**config.mk**
```make
export PLATFORM = sky130hd
export DESIGN_NAME = rv32i_instruction_decoder_top
export DESIGN_NICKNAME = d
export VERILOG_FILES = /design/src/rtl/rv32d_pkg.sv /design/src/rtl/rv32d_decode.sv /design/src/rtl/rv32i_instruction_decoder_top.sv
export VERILOG_INCLUDE_DIRS = /design/src /design/src/rtl
export SDC_FILE = /design/constraint.sdc
export NUM_CORES = 1
export LEC_CHECK = 0
export ABC_AREA = 1
export BUFFER_PORTS_ARGS = -buffer_cell sky130_fd_sc_hd__buf_2
export CAP_MARGIN = 20
export CORE_MARGIN = 4
export CORE_UTILIZATION = 40
export CTS_CLUSTER_DIAMETER = 100
export DETAILED_ROUTE_END_ITERATION = 7
export GPL_ROUTABILITY_DRIVEN = 0
export PLACE_DENSITY = 0.63
export SLEW_MARGIN = 20
export SYNTH_ARGS = -nofsm -noshare
export SYNTH_HDL_FRONTEND = slang
export SYNTH_HIERARCHICAL = 1
export SYNTH_SLANG_ARGS = --single-unit
```
**constraint.sdc**
```tcl
create_clock -name clk -period 5.43 [get_ports clk]
set_clock_uncertainty 0.1 [all_clocks]
set_input_delay 0.8145 -clock clk [delete_from_list [all_inputs] [get_ports clk]]
set_output_delay 0.8145 -clock clk [all_outputs]
set_load 0.005 [all_outputs]
```
**src/rtl/rv32i_instruction_decoder_top_assert.svh**
```systemverilog
// assertion macros for the rv32i decoder, clocked on clk, disabled in reset
`ifndef RV32I_INSTRUCTION_DECODER_TOP_ASSERT_SVH
`define RV32I_INSTRUCTION_DECODER_TOP_ASSERT_SVH

// same-cycle implication
`define RV32D_ASSERT_NOW(label, cond, prop) \
	label: assert property (@(posedge clk) disable iff (!arst_n) (cond) |-> (prop)) \
		else $error("rv32d same-cycle check failed");

// next-cycle implication
`define RV32D_ASSERT_NEXT(label, cond, prop) \
	label: assert property (@(posedge clk) disable iff (!arst_n) (cond) |=> (prop)) \
		else $error("rv32d next-cycle check failed");

`endif

```
**src/rtl/rv32d_pkg.sv**
```systemverilog
package rv32d_pkg;

	localparam logic [6:0] OP_REG    = 7'h33;
	localparam logic [6:0] OP_IMM    = 7'h13;
	localparam logic [6:0] OP_LOAD   = 7'h03;
	localparam logic [6:0] OP_STORE  = 7'h23;
	localparam logic [6:0] OP_BRANCH = 7'h63;
	localparam logic [6:0] OP_LUI    = 7'h37;
	localparam logic [6:0] OP_AUIPC  = 7'h17;
	localparam logic [6:0] OP_JAL    = 7'h6f;
	localparam logic [6:0] OP_JALR   = 7'h67;
	localparam logic [6:0] OP_SYSTEM = 7'h73;

	localparam logic [11:0] F12_MRET  = 12'h302;
	localparam logic [31:0] WORD_ECALL = 32'h0000_0073;

	localparam logic [6:0] F7_BASE = 7'h00;
	localparam logic [6:0] F7_ALT  = 7'h20;

	// alu funct3, shared by register and immediate forms
	localparam logic [2:0] F3_ADD_SUB = 3'd0;
	localparam logic [2:0] F3_SLL     = 3'd1;
	localparam logic [2:0] F3_SLT     = 3'd2;
	localparam logic [2:0] F3_SLTU    = 3'd3;
	localparam logic [2:0] F3_XOR     = 3'd4;
	localparam logic [2:0] F3_SRL_SRA = 3'd5;
	localparam logic [2:0] F3_OR      = 3'd6;
	localparam logic [2:0] F3_AND     = 3'd7;

	localparam logic [2:0] F3_LB  = 3'd0;
	localparam logic [2:0] F3_LH  = 3'd1;
	localparam logic [2:0] F3_LW  = 3'd2;
	localparam logic [2:0] F3_LBU = 3'd4;
	localparam logic [2:0] F3_LHU = 3'd5;

	localparam logic [2:0] F3_SB = 3'd0;
	localparam logic [2:0] F3_SH = 3'd1;
	localparam logic [2:0] F3_SW = 3'd2;

	localparam logic [2:0] F3_BEQ  = 3'd0;
	localparam logic [2:0] F3_BNE  = 3'd1;
	localparam logic [2:0] F3_BLT  = 3'd4;
	localparam logic [2:0] F3_BGE  = 3'd5;
	localparam logic [2:0] F3_BLTU = 3'd6;
	localparam logic [2:0] F3_BGEU = 3'd7;

	typedef enum logic [2:0] {
		FMT_R     = 3'd0,
		FMT_I     = 3'd1,
		FMT_S     = 3'd2,
		FMT_B     = 3'd3,
		FMT_U     = 3'd4,
		FMT_J     = 3'd5,
		FMT_OTHER = 3'd6
	} fmt_t;

	typedef enum logic [5:0] {
		CODE_UNKNOWN   = 6'd0,
		CODE_NOMATCH   = 6'd1,
		CODE_ADD       = 6'd2,
		CODE_SUB       = 6'd3,
		CODE_SLL       = 6'd4,
		CODE_SLT       = 6'd5,
		CODE_SLTU      = 6'd6,
		CODE_XOR       = 6'd7,
		CODE_SRL       = 6'd8,
		CODE_SRA       = 6'd9,
		CODE_OR        = 6'd10,
		CODE_AND       = 6'd11,
		CODE_ADDI      = 6'd12,
		CODE_SLLI      = 6'd13,
		CODE_SLTI      = 6'd14,
		CODE_SLTIU     = 6'd15,
		CODE_XORI      = 6'd16,
		CODE_SRLI_SRAI = 6'd17,
		CODE_ORI       = 6'd18,
		CODE_ANDI      = 6'd19,
		CODE_LB        = 6'd20,
		CODE_LH        = 6'd21,
		CODE_LW        = 6'd22,
		CODE_LBU       = 6'd23,
		CODE_LHU       = 6'd24,
		CODE_SB        = 6'd25,
		CODE_SH        = 6'd26,
		CODE_SW        = 6'd27,
		CODE_BEQ       = 6'd28,
		CODE_BNE       = 6'd29,
		CODE_BLT       = 6'd30,
		CODE_BGE       = 6'd31,
		CODE_BLTU      = 6'd32,
		CODE_BGEU      = 6'd33,
		CODE_LUI       = 6'd34,
		CODE_AUIPC     = 6'd35,
		CODE_JAL       = 6'd36,
		CODE_JALR      = 6'd37,
		CODE_ECALL     = 6'd38,
		CODE_MRET      = 6'd39,
		CODE_SYSTEM    = 6'd40
	} code_t;

	typedef struct packed {
		logic [6:0]  opcode;
		logic [4:0]  rd;
		logic [2:0]  f3;
		logic [4:0]  rs1;
		logic [4:0]  rs2;
		logic [6:0]  f7;
		fmt_t        fmt;
		logic [31:0] imm;
		code_t       code;
	} dec_t;

endpackage

```
**src/rtl/rv32d_decode.sv**
```systemverilog
module rv32d_decode
	import rv32d_pkg::*;
(
	input  logic [31:0] instr,
	output dec_t        dec
);

	logic [31:0] iimm;

	assign iimm = {{20{instr[31]}}, instr[31:20]};

	always_comb begin
		dec.opcode = instr[6:0];
		dec.rd     = instr[11:7];
		dec.f3     = instr[14:12];
		dec.rs1    = instr[19:15];
		dec.rs2    = instr[24:20];
		dec.f7     = instr[31:25];
		dec.fmt    = FMT_OTHER;
		dec.imm    = '0;
		dec.code   = CODE_UNKNOWN;
		unique case (instr[6:0])
			OP_REG: begin
				dec.fmt = FMT_R;
				unique case (instr[14:12])
					F3_ADD_SUB: begin
						if (instr[31:25] == F7_BASE)
							dec.code = CODE_ADD;
						else if (instr[31:25] == F7_ALT)
							dec.code = CODE_SUB;
						else
							dec.code = CODE_NOMATCH;
					end
					F3_SLL:  dec.code = CODE_SLL;
					F3_SLT:  dec.code = CODE_SLT;
					F3_SLTU: dec.code = CODE_SLTU;
					F3_XOR:  dec.code = CODE_XOR;
					F3_SRL_SRA: begin
						if (instr[31:25] == F7_BASE)
							dec.code = CODE_SRL;
						else if (instr[31:25] == F7_ALT)
							dec.code = CODE_SRA;
						else
							dec.code = CODE_NOMATCH;
					end
					F3_OR:   dec.code = CODE_OR;
					default: dec.code = CODE_AND;
				endcase
			end
			OP_IMM: begin
				dec.fmt = FMT_I;
				dec.imm = iimm;
				unique case (instr[14:12])
					F3_ADD_SUB: dec.code = CODE_ADDI;
					F3_SLL:     dec.code = CODE_SLLI;
					F3_SLT:     dec.code = CODE_SLTI;
					F3_SLTU:    dec.code = CODE_SLTIU;
					F3_XOR:     dec.code = CODE_XORI;
					F3_SRL_SRA: dec.code = CODE_SRLI_SRAI;
					F3_OR:      dec.code = CODE_ORI;
					default:    dec.code = CODE_ANDI;
				endcase
			end
			OP_LOAD: begin
				dec.fmt = FMT_I;
				dec.imm = iimm;
				unique case (instr[14:12])
					F3_LB:   dec.code = CODE_LB;
					F3_LH:   dec.code = CODE_LH;
					F3_LW:   dec.code = CODE_LW;
					F3_LBU:  dec.code = CODE_LBU;
					F3_LHU:  dec.code = CODE_LHU;
					default: dec.code = CODE_NOMATCH;
				endcase
			end
			OP_STORE: begin
				dec.fmt = FMT_S;
				dec.imm = {{20{instr[31]}}, instr[31:25], instr[11:7]};
				unique case (instr[14:12])
					F3_SB:   dec.code = CODE_SB;
					F3_SH:   dec.code = CODE_SH;
					F3_SW:   dec.code = CODE_SW;
					default: dec.code = CODE_NOMATCH;
				endcase
			end
			OP_BRANCH: begin
				dec.fmt = FMT_B;
				dec.imm = {{20{instr[31]}}, instr[7], instr[30:25], instr[11:8], 1'b0};
				unique case (instr[14:12])
					F3_BEQ:  dec.code = CODE_BEQ;
					F3_BNE:  dec.code = CODE_BNE;
					F3_BLT:  dec.code = CODE_BLT;
					F3_BGE:  dec.code = CODE_BGE;
					F3_BLTU: dec.code = CODE_BLTU;
					F3_BGEU: dec.code = CODE_BGEU;
					default: dec.code = CODE_NOMATCH;
				endcase
			end
			OP_LUI: begin
				dec.fmt  = FMT_U;
				dec.imm  = {instr[31:12], 12'h000};
				dec.code = CODE_LUI;
			end
			OP_AUIPC: begin
				dec.fmt  = FMT_U;
				dec.imm  = {instr[31:12], 12'h000};
				dec.code = CODE_AUIPC;
			end
			OP_JAL: begin
				dec.fmt  = FMT_J;
				dec.imm  = {{12{instr[31]}}, instr[19:12], instr[20], instr[30:21], 1'b0};
				dec.code = CODE_JAL;
			end
			OP_JALR: begin
				dec.fmt  = FMT_I;
				dec.imm  = iimm;
				dec.code = CODE_JALR;
			end
			OP_SYSTEM: begin
				dec.fmt = FMT_I;
				dec.imm = iimm;
				if (instr == WORD_ECALL)
					dec.code = CODE_ECALL;
				else if (instr[31:20] == F12_MRET)
					dec.code = CODE_MRET;
				else
					dec.code = CODE_SYSTEM;
			end
			default: ;
		endcase
	end

endmodule

```
**src/rtl/rv32i_instruction_decoder_top.sv**
```systemverilog
// RV32I instruction decoder. Each transaction on the s side carries one 32-bit instruction
// word; the matching m transaction carries its fixed fields, format, sign-extended immediate
// and an instruction identity code. The block takes one instruction every clock cycle while
// s_tready is high and passes it through the input register, the decode logic and the result
// register. Backpressure on the m side stalls the result register, and the input register when
// it holds an instruction; s_tready drops only when both hold one and m_tready is low.
module rv32i_instruction_decoder_top
	import rv32d_pkg::*;
(
	input  logic        clk,
	input  logic        arst_n,
	input  logic        s_tvalid,
	output logic        s_tready,
	input  logic [31:0] s_tdata,   // instruction
	output logic        m_tvalid,
	input  logic        m_tready,
	// major_opcode, dest_reg, minor_func, src_reg_a, src_reg_b, upper_func, immediate,
	// instr_code, zero pad
	output logic [71:0] m_tdata,
	output logic [2:0]  m_tuser    // format_kind
);

	logic        valid_s1;
	logic [31:0] instr_s1;
	logic        valid_s2;
	dec_t        result_s2;
	dec_t        dec;
	logic        en_s1;
	logic        en_s2;

	assign en_s2    = !valid_s2 || m_tready;
	assign en_s1    = !valid_s1 || en_s2;
	assign s_tready = en_s1;

	rv32d_decode u_decode (
		.instr (instr_s1),
		.dec   (dec)
	);

	always_ff @(posedge clk or negedge arst_n) begin
		if (!arst_n) begin
			valid_s1 <= 1'b0;
			valid_s2 <= 1'b0;
		end else begin
			if (en_s1)
				valid_s1 <= s_tvalid;
			if (en_s2)
				valid_s2 <= valid_s1;
		end
	end

	always_ff @(posedge clk) begin
		if (en_s1 && s_tvalid)
			instr_s1 <= s_tdata;
		if (en_s2 && valid_s1)
			result_s2 <= dec;
	end

	assign m_tvalid = valid_s2;
	assign m_tdata  = {2'b00, result_s2.code, result_s2.imm, result_s2.f7, result_s2.rs2,
		result_s2.rs1, result_s2.f3, result_s2.rd, result_s2.opcode};
	assign m_tuser  = result_s2.fmt;

`include "rv32i_instruction_decoder_top_assert.svh"

	`RV32D_ASSERT_NEXT(a_accept_loads_s1, s_tvalid && s_tready, valid_s1)
	`RV32D_ASSERT_NEXT(a_s1_to_s2, valid_s1 && en_s2, m_tvalid && m_tdata[6:0] == $past(instr_s1[6:0]))
	`RV32D_ASSERT_NOW(a_rtype_no_imm, m_tvalid && (m_tuser == FMT_R), m_tdata[63:32] == 32'h0)
	`RV32D_ASSERT_NOW(a_other_unknown, m_tvalid && m_tuser == FMT_OTHER, m_tdata[69:64] == CODE_UNKNOWN)

endmodule
```
==> results of run 1 <==
cell usage after synthesis, types with 2 or more instances:
cell                         n  area, um^2
sky130_fd_sc_hd__nand2_1    95       356.6
sky130_fd_sc_hd__nor2_1     44       165.2
sky130_fd_sc_hd__nor3_1      2       10.01
sky130_fd_sc_hd__o21ai_0     3       15.01
sky130_fd_sc_hd__nor2_2      4       25.02
sky130_fd_sc_hd__buf_2       6       30.03
sky130_fd_sc_hd__nor2_4      5       56.30
sky130_fd_sc_hd__nand2_2     3       18.77
sky130_fd_sc_hd__nand4_2    10       125.1
sky130_fd_sc_hd__edfxtp_1  105        3153
sky130_fd_sc_hd__o21ai_1     2       10.01
sky130_fd_sc_hd__buf_6       2       22.52
sky130_fd_sc_hd__buf_4      36       270.3
sky130_fd_sc_hd__nand2_4     3       33.78
sky130_fd_sc_hd__dfrtp_1     2       50.05
sky130_fd_sc_hd__a21oi_1     6       30.03
sky130_fd_sc_hd__nand4_1     4       25.02
sky130_fd_sc_hd__nand3_1    45       225.2
sky130_fd_sc_hd__and2_1      2       12.51
sky130_fd_sc_hd__inv_2      12       45.04
sky130_fd_sc_hd__nand3_2     2       20.02
sky130_fd_sc_hd__inv_1      24       90.09
worst min path at each step:
stage	start	to	slack (ns)	cells past startpoint
after detailed placement	instr_s1[1]$_DFFE_PP_	m_tdata[1]$_DFFE_PP_	0.34	0
after global placement	instr_s1[1]$_DFFE_PP_	m_tdata[1]$_DFFE_PP_	0.33	0
after floorplan	valid_s1$_DFFE_PN0P_	m_tvalid$_DFFE_PN0P_	0.37	2
after CTS	arst_n	valid_s1$_DFFE_PN0P_	0.13	1
final	arst_n	m_tvalid$_DFFE_PN0P_	0.14	1
after global routing	arst_n	valid_s1$_DFFE_PN0P_	0.12	1
layer usage:
layer	GRT usage, %	vias to the layer above
li1	-	1572
met1	18.24	1510
met2	23.87	121
met3	4.115	21
met4	7.531	0
met5	0	-
power groups by stage:
stage / Sequential [W] / Combinational, W / Clock [W]
after floorplan: 0.00103 / 0.0000856 / 0
after global placement: 0.00103 / 0.000136 / 0
after detailed placement: 0.00103 / 0.000139 / 0
after CTS: 0.00101 / 0.000139 / 0.000678
after global routing: 0.00102 / 0.000153 / 0.000716
final: 0.00101 / 0.000137 / 0.000661
cell families after synthesis:
group	after synthesis
AO/OA/AOI/OAI	12
buffers and inverters	81
flip-flops	107
other	1
AND/OR/NAND/NOR	224
final cells by class:
| class | instances | area (um^2) |
|---|---|---|
| fillers | 1088 | 6339 |
| clock buffers | 9 | 225.2 |
| flip-flops and latches | 107 | 3203 |
| clock inverters | 7 | 83.83 |
| inverters | 36 | 135.1 |
| repair buffers | 112 | 565.5 |
| well taps | 147 | 183.9 |
| multi-input cells | 238 | 1226 |
state kept, by name, summed over array words and instances, names as in the netlist:
register	cells
instr_s1	32
m_tdata	70
m_tuser	3
m_tvalid	1
valid_s1	1
metrics by stage:
stage / hold slack [ns] / power [W]
after floorplan: 0.3688 / 0.001113
after global placement: 0.3316 / 0.001166
after detailed placement: 0.3401 / 0.001170
after CTS: 0.1300 / 0.001830
after global routing: 0.1236 / 0.001888
final: 0.1427 / 0.001809
placed cells by master, fill, tap and decap left out, drive strengths merged:
cell type    n
nand2      102
and2         3
o21ai        5
buf        112
edfxtp     105
conb         2
inv         39
a21oi        6
clkinv       2
o2111ai      1
dfrtp        2
nand3       48
or2          1
nor2        54
clkbuf       9
bufinv       1
nor3         2
clkinvlp     1
nand4       14
critical path: stages:
cell and delay (ns):
sky130_fd_sc_hd__buf_2 0.07, sky130_fd_sc_hd__inv_1 0.08, sky130_fd_sc_hd__a21oi_4 0.79, sky130_fd_sc_hd__buf_4 0.58
==> impl_summary.log, run 1 <==
INFO  metric outcome = completed
INFO  metric setup-tns-final = 0 ns
INFO  metric timing_worst_slew_pin_value = 0.9995 ns
INFO  metric vdd_drop_max = 0.0001651 V
INFO  metric top_signal_layer_used = met4
INFO  metric initialDrtViolationCount = 313
INFO  metric synth_compound_gate_area_share = 1.309%
INFO  metric synthesis.instances = 425
INFO  metric synth.cell_area = 0.004876 mm^2
INFO  metric leakage_power = 2.467 nW
INFO  metric design.die.area = 0.01402 mm^2
INFO  metric critical_path_arrival = 2.39 ns
INFO  metric floorplan.initialDensity = 40.76%
INFO  metric wl_met1 = 4307 um
INFO  metric pin_count = 113
INFO  metric dr_wl_met2 = 4940 um
INFO  metric area_growth_syn_to_layout = 15.32%
INFO  metric worst_setup_path_startpoint = m_tready
INFO  metric global_route_wire_length_before_repair = 16000 um
INFO  metric drc = 0
INFO  metric p_sw = 0.0004167 W
INFO  metric post_synth.cell_area_avg = 11.47 um^2
INFO  metric die_h = 118.4 um
INFO  metric place_ws = 2.527 ns
INFO  metric reg2reg_slack = 3.09 ns
INFO  metric row_count = 40
INFO  metric slew_headroom = 33.22%
INFO  metric grt_setup_unrepaired = false
INFO  metric place_inst = 640
INFO  metric root_buffer = sky130_fd_sc_hd__clkbuf_16
INFO  metric viasPerCell = 4.915
INFO  metric combinational_group_share_of_total_power = 7.6%
INFO  metric final_layout_size_suffix_gt1_share = 33.60%
INFO  metric cts_setup_buffers = 0
INFO  metric final_core_utilization = 47.01%
INFO  metric top_reg_cell_synth = sky130_fd_sc_hd__edfxtp_1
INFO  metric ys_seq_area_share = 65.69%
INFO  metric final.min_clock_period = 2.506 ns
INFO  metric max_cap_violations = 0
INFO  metric count_of_synthesis_stage_warnings_from_yosys = 6
INFO  metric first_global_vias = 3112
INFO  metric critical_path.reg2reg.endpoint = m_tdata[67]$_DFFE_PP_
INFO  metric placement.cell_area = 0.005314 mm^2
INFO  metric r2r_start = m_tvalid$_DFFE_PN0P_
INFO  metric intPower = 0.001392 W
INFO  metric final_design_area_no_fill = 0.005623 mm^2
INFO  metric maxSlewViolCount = 0
INFO  metric met3_length = 720 um
INFO  metric p_sw_share = 23.04%
INFO  metric timing.critical_path.to_type = flop
INFO  metric cts_hold_fix_bufs = 0
INFO  metric number_of_unique_standard_cell_types_used_by_synthesis = 30
INFO  metric finalHoldViolations = 0
INFO  metric synth_async_sr_flop_share = 1.869%
INFO  metric tritoncts = built
INFO  metric clock_power_share = 36.5%
INFO  metric cts_buffer_count = 9
INFO  metric grt_overall_usage = 14.80%
INFO  metric synth.mux.area_fraction = 0%
INFO  metric worstRegToRegCells = 2
INFO  metric grt_start_max_net_pins = 43
INFO  metric finalNonFillerCells = 656
INFO  metric antenna_violating_nets_post_route = 0
INFO  metric power_per_cell_area = 321.7 mW/mm^2
INFO  metric yosys_register_bits = 107
INFO  metric crit_fanout = 42
INFO  metric maximum_level_of_the_cts_h_tree = 3
INFO  metric grt.overflow.total = 0
INFO  metric setup_viol = 0
INFO  metric num-nets-final = 540
INFO  metric timing.critical_path.from_type = input pin
INFO  metric crit_type = in -> reg
INFO  metric first_pass_iters = 5
INFO  metric post_synth_and_or_nand_nor_area_fraction = 23.45%
INFO  metric drt_wl_total = 10230 um
INFO  metric dp.final_hpwl = 7420 um
INFO  metric antenna_found_initial = 0
INFO  metric synth_top_family_by_area = simple AND/OR/NAND/NOR gates
INFO  metric routed_wire_length_per_instance = 15.60 um
INFO  metric max_clock_freq = 399.1 MHz
INFO  metric ctsResizeCount = 0
INFO  metric numPortBuffers = 110
INFO  metric synth_xor_area_share = 0%
INFO  metric edff_count_synth = 105
INFO  metric later_pin_clock_latency_in_the_skew_report = 0.35 ns
INFO  metric placeableCoreArea = 0.01196 mm^2
INFO  metric route.vias.total = 3224
INFO  metric crit_required = 5.31 ns
INFO  metric p_seq_share = 55.9%
INFO  metric synth-adder-area-share = 0%
INFO  metric insertedDiodeCount = 0
INFO  metric final.period_utilization = 46.14%
INFO  metric timing.critical_path.to = m_tdata[67]$_DFFE_PP_
INFO  metric hp-class = in -> async
INFO  metric cts.sinks = 107
INFO  metric clk_path_buf_depth = 2
INFO  metric setup_ws = 2.924 ns
INFO  metric dieWidth = 118.4 um
INFO  metric clock_slew_at_the_register_clock_pins_of_the_worst_setup_and_hold_paths = 0.07 ns
(Power assumes the default switching activity.)
==> run 2: changes to the inputs <==
Settings changed: ABC_AREA 1 to 0, PLACE_DENSITY 0.63 to 0.64.
Clock period 5.43 ns to 2.6 ns, I/O delays scaled along.
==> run 2 against run 1 <==
Effect of this change: first-iteration DRC count decreased by 35%; routed wire length decreased by 2.2%; global-route usage grew 0.58 points; cell area down 2.9%; sequential cell count is the same; total power grew 120%; combinational power rose by 120%; non-clock buffer count up 12; setup slack lost 2.7 ns; clock power rose by 120%; clock-buffer cell count up 1.
==> impl_summary.log, run 2 <==
INFO  metric antenna_found_initial = 0 (unchanged)
INFO  metric setup-tns-final = 0 ns (unchanged)
INFO  metric vdd_drop_max = 0.0004093 V (+150%)
INFO  metric critical-path-top-delay-family = simple AND/OR/NAND/NOR gates
INFO  metric final.min_clock_period = 2.390 ns
INFO  metric reg2reg_slack = 0.21 ns (-2.88 ns)
INFO  metric synth.cell_area = 0.004609 mm^2 (-5.5%)
INFO  metric dieWidth = 115.3 um (-2.6%)
INFO  metric crit_type = reg -> reg
INFO  metric critical_path.reg2reg.endpoint = m_tdata[66]$_DFFE_PP_
INFO  metric hp-class = in -> reg
INFO  metric cts.sinks = 107 (unchanged)
INFO  metric die_h = 115.3 um (-2.6%)
INFO  metric timing.critical_path.to_type = flop
INFO  metric leakage_power = 2.256 nW (-8.6%)
INFO  metric worstPathCellList = nor4_1 > nand4_1 > a2111oi_2 > a221o_1
INFO  metric final_layout_size_suffix_gt1_share = 37.13% (+3.5 points)
INFO  metric route.vias.total = 2876 (-11%)
INFO  metric numPortBuffers = 110 (unchanged)
INFO  metric timing_worst_slew_pin_value = 0.9866 ns (-0.01290 ns)
INFO  metric grt_start_max_net_pins = 43 (unchanged)
INFO  metric layout.cells.most_common_list = 110 x sky130_fd_sc_hd__buf_2, 105 x sky130_fd_sc_hd__edfxtp_1, 23 x sky130_fd_sc_hd__a21o_1, 13 x sky130_fd_sc_hd__nor2_1, 12 x sky130_fd_sc_hd__buf_4
INFO  metric row_count = 38 (-5.0%)
INFO  metric crit_path_top_delay_cell = sky130_fd_sc_hd__edfxtp_1
INFO  metric power_per_cell_area = 714.0 mW/mm^2 (+120%)
INFO  metric crit_path_max_incr_delay = 0.65 ns (-0.14 ns)
INFO  metric root_buffer = sky130_fd_sc_hd__clkbuf_16
INFO  metric drc = 0 (unchanged)
INFO  metric place_inst = 527 (-18%)
INFO  metric floorplan.initialDensity = 41.61% (+0.84 points)
INFO  metric maximum_level_of_the_cts_h_tree = 3 (unchanged)
INFO  metric grt.overflow.total = 0 (unchanged)
INFO  metric insertedDiodeCount = 0 (unchanged)
INFO  metric viasPerCell = 5.287 (+7.6%)
INFO  metric first_global_vias = 2831 (-9.0%)
INFO  metric clock_slew_at_the_register_clock_pins_of_the_worst_setup_and_hold_paths = 0.07 ns (about the same)
INFO  metric max_clock_freq = 418.5 MHz
INFO  metric top_reg_cell_synth = sky130_fd_sc_hd__edfxtp_1
INFO  metric timing.critical_path.to = m_tdata[66]$_DFFE_PP_
INFO  metric setup_viol = 0 (unchanged)
INFO  metric synth_top_cells_by_count = 105 x sky130_fd_sc_hd__edfxtp_1, 34 x sky130_fd_sc_hd__buf_4, 23 x sky130_fd_sc_hd__a21o_1
INFO  metric pin_count = 113 (unchanged)
INFO  metric number_of_unique_standard_cell_types_used_by_synthesis = 60 (+100%)
INFO  metric global_route_wire_length_before_repair = 15410 um (-3.7%)
INFO  metric cts_buffer_count = 9 (unchanged)
INFO  metric worst_setup_path_startpoint = instr_s1[13]$_DFFE_PP_
INFO  metric ys_seq_area_share = 69.49% (+3.8 points)
INFO  metric tritoncts = built
INFO  metric cp.depth = 4 (unchanged)
INFO  metric layout.cells.most_common = sky130_fd_sc_hd__buf_2
INFO  metric synth_top_area_share = 68.40% (+3.7 points)
INFO  metric crit_required = 2.71 ns (-2.60 ns)
INFO  metric clk_path_buf_depth = 2 (unchanged)
INFO  metric cp.buffers_inverters = 0 (-3)
INFO  metric report.power.total = 0.003897 W (+120%)
INFO  metric r2r_start = instr_s1[13]$_DFFE_PP_
INFO  metric grt_setup_unrepaired = false
INFO  metric post-synth-top-count-cell = sky130_fd_sc_hd__edfxtp_1
INFO  metric max_cap_violations = 0 (unchanged)
INFO  metric grt_overall_usage = 15.37% (+0.58 points)
INFO  metric finalNonFillerCells = 544 (-17%)
INFO  metric initialDrtViolationCount = 205 (-35%)
INFO  metric post_synth.cell_area_avg = 14.73 um^2 (+28%)
INFO  metric first_pass_iters = 5 (unchanged)
INFO  metric synthesis.instances = 313 (-26%)
INFO  metric edff_count_synth = 105 (unchanged)
INFO  metric timing.critical_path.from_type = flop
INFO  metric antenna_violating_nets_post_route = 0 (unchanged)
INFO  metric area_growth_syn_to_layout = 18.40%
INFO  metric yosys_register_bits = 107 (unchanged)
INFO  metric critical_path_arrival = 2.50 ns (+0.11 ns)
INFO  metric worstRegToRegCells = 4 (+2)
INFO  metric outcome = completed
INFO  metric maxSlewViolCount = 0 (unchanged)
INFO  metric crit_fanout = 18 (-57%)
INFO  metric synth_area_leaders = sky130_fd_sc_hd__edfxtp_1 68%, sky130_fd_sc_hd__buf_4 5.5%, sky130_fd_sc_hd__a21o_1 3.7%
INFO  metric cts_setup_buffers = 0 (unchanged)
INFO  metric slew_headroom = 33.98% (+0.77 points)
INFO  metric num-nets-final = 435 (-19%)
INFO  metric design.die.area = 0.01330 mm^2 (-5.1%)
INFO  metric synth_top_area_cell = sky130_fd_sc_hd__edfxtp_1
INFO  metric dp.final_hpwl = 7008 um (-5.5%)
INFO  metric synth_async_sr_flop_share = 1.869% (unchanged)
INFO  metric final.period_utilization = 91.91%
INFO  metric count_of_synthesis_stage_warnings_from_yosys = 6 (unchanged)
INFO  metric placeableCoreArea = 0.01108 mm^2 (-7.4%)
INFO  metric drt_wl_total = 10010 um (-2.2%)
INFO  metric largest_reg_flops = 70 (unchanged)
INFO  metric later_pin_clock_latency_in_the_skew_report = 0.34 ns (about the same)
INFO  metric finalHoldViolations = 0 (unchanged)
INFO  metric routed_wire_length_per_instance = 18.40 um (+18%)
==> run 2: final cells by class <==
| type | instances | area (um^2) |
|---|---|---|
| multi-input cells | 155 | 1066 |
| repair buffers | 124 | 670.6 |
| clock inverters | 6 | 96.34 |
| inverters | 2 | 7.507 |
| fillers | 978 | 5620 |
| well taps | 140 | 175.2 |
| flip-flops and latches | 107 | 3203 |
| clock buffers | 10 | 239.0 |
==> run 2: report_power, final <==
part | internal (W) | switching, W | total, W | leakage (nW)
Clock | 0.000882 | 0.000600 | 0.00148 | 0.161
Combinational | 0.000133 | 0.000175 | 0.000308 | 1.05
Sequential | 0.00204 | 0.0000705 | 0.00211 | 1.04
Total | 0.00305 | 0.000845 | 0.00390 | 2.26
==> run 2: metal layers <==
metal	GRT usage, %	part of all wire, %
met5	0	0
met4	6.416	2.8
met3	4.368	8.0
met2	23.84	47
met1	20.39	42
==> run 2: kinds of logic after synthesis <==
group / count (synthesis) / synth area share, %
flops: 107 / 69.49
simple gates: 82 / 11.27
compound gates: 68 / 11.05
buf+inv: 52 / 7.519
xor+xnor: 2 / 0.3801
mux: 1 / 0.2172
other cells: 1 / 0.08136
==> run 2: worst register-to-register path, cell delays in order, from the launching register on <==
cell	delay (ns)
sky130_fd_sc_hd__edfxtp_1	0.65
sky130_fd_sc_hd__nor4_1	0.53
sky130_fd_sc_hd__nand4_1	0.28
sky130_fd_sc_hd__a2111oi_2	0.53
sky130_fd_sc_hd__a221o_1	0.18
==> run 2: how the worst min path moves through the flow <==
| stage | start | end | slack, ns | depth (start not counted) |
|---|---|---|---|---|
| CTS | s_tdata[9] | instr_s1[9]$_DFFE_PP_ | 0.11 | 1 |
| global route | s_tdata[21] | instr_s1[21]$_DFFE_PP_ | 0.10 | 1 |
| global placement | arst_n | m_tvalid$_DFFE_PN0P_ | 0.08 | 1 |
| finish | s_tdata[9] | instr_s1[9]$_DFFE_PP_ | 0.12 | 1 |
| detailed placement | arst_n | m_tvalid$_DFFE_PN0P_ | 0.08 | 1 |
| floorplan | arst_n | m_tvalid$_DFFE_PN0P_ | -0.006 | 0 |
==> run 2: through the flow <==
step                      setup slack, ns  area, um^2  util, %  hold slack [ns]
after detailed placement           0.2682        5112    46.15          0.08069
after global placement             0.3616        5112    46.15          0.07532
after global routing              0.07190        5458    49.27           0.1019
after CTS                          0.2404        5458    49.27           0.1062
after floorplan                    0.4783        4614        -        -0.005591
final                              0.2103        5458    49.27           0.1177
==> run 2: repair_timing <==
action / CTS / global route
endpoints found under the hold margin: 2 / 0
resized for setup: 0 / 0
hold buffers: 1 / 0
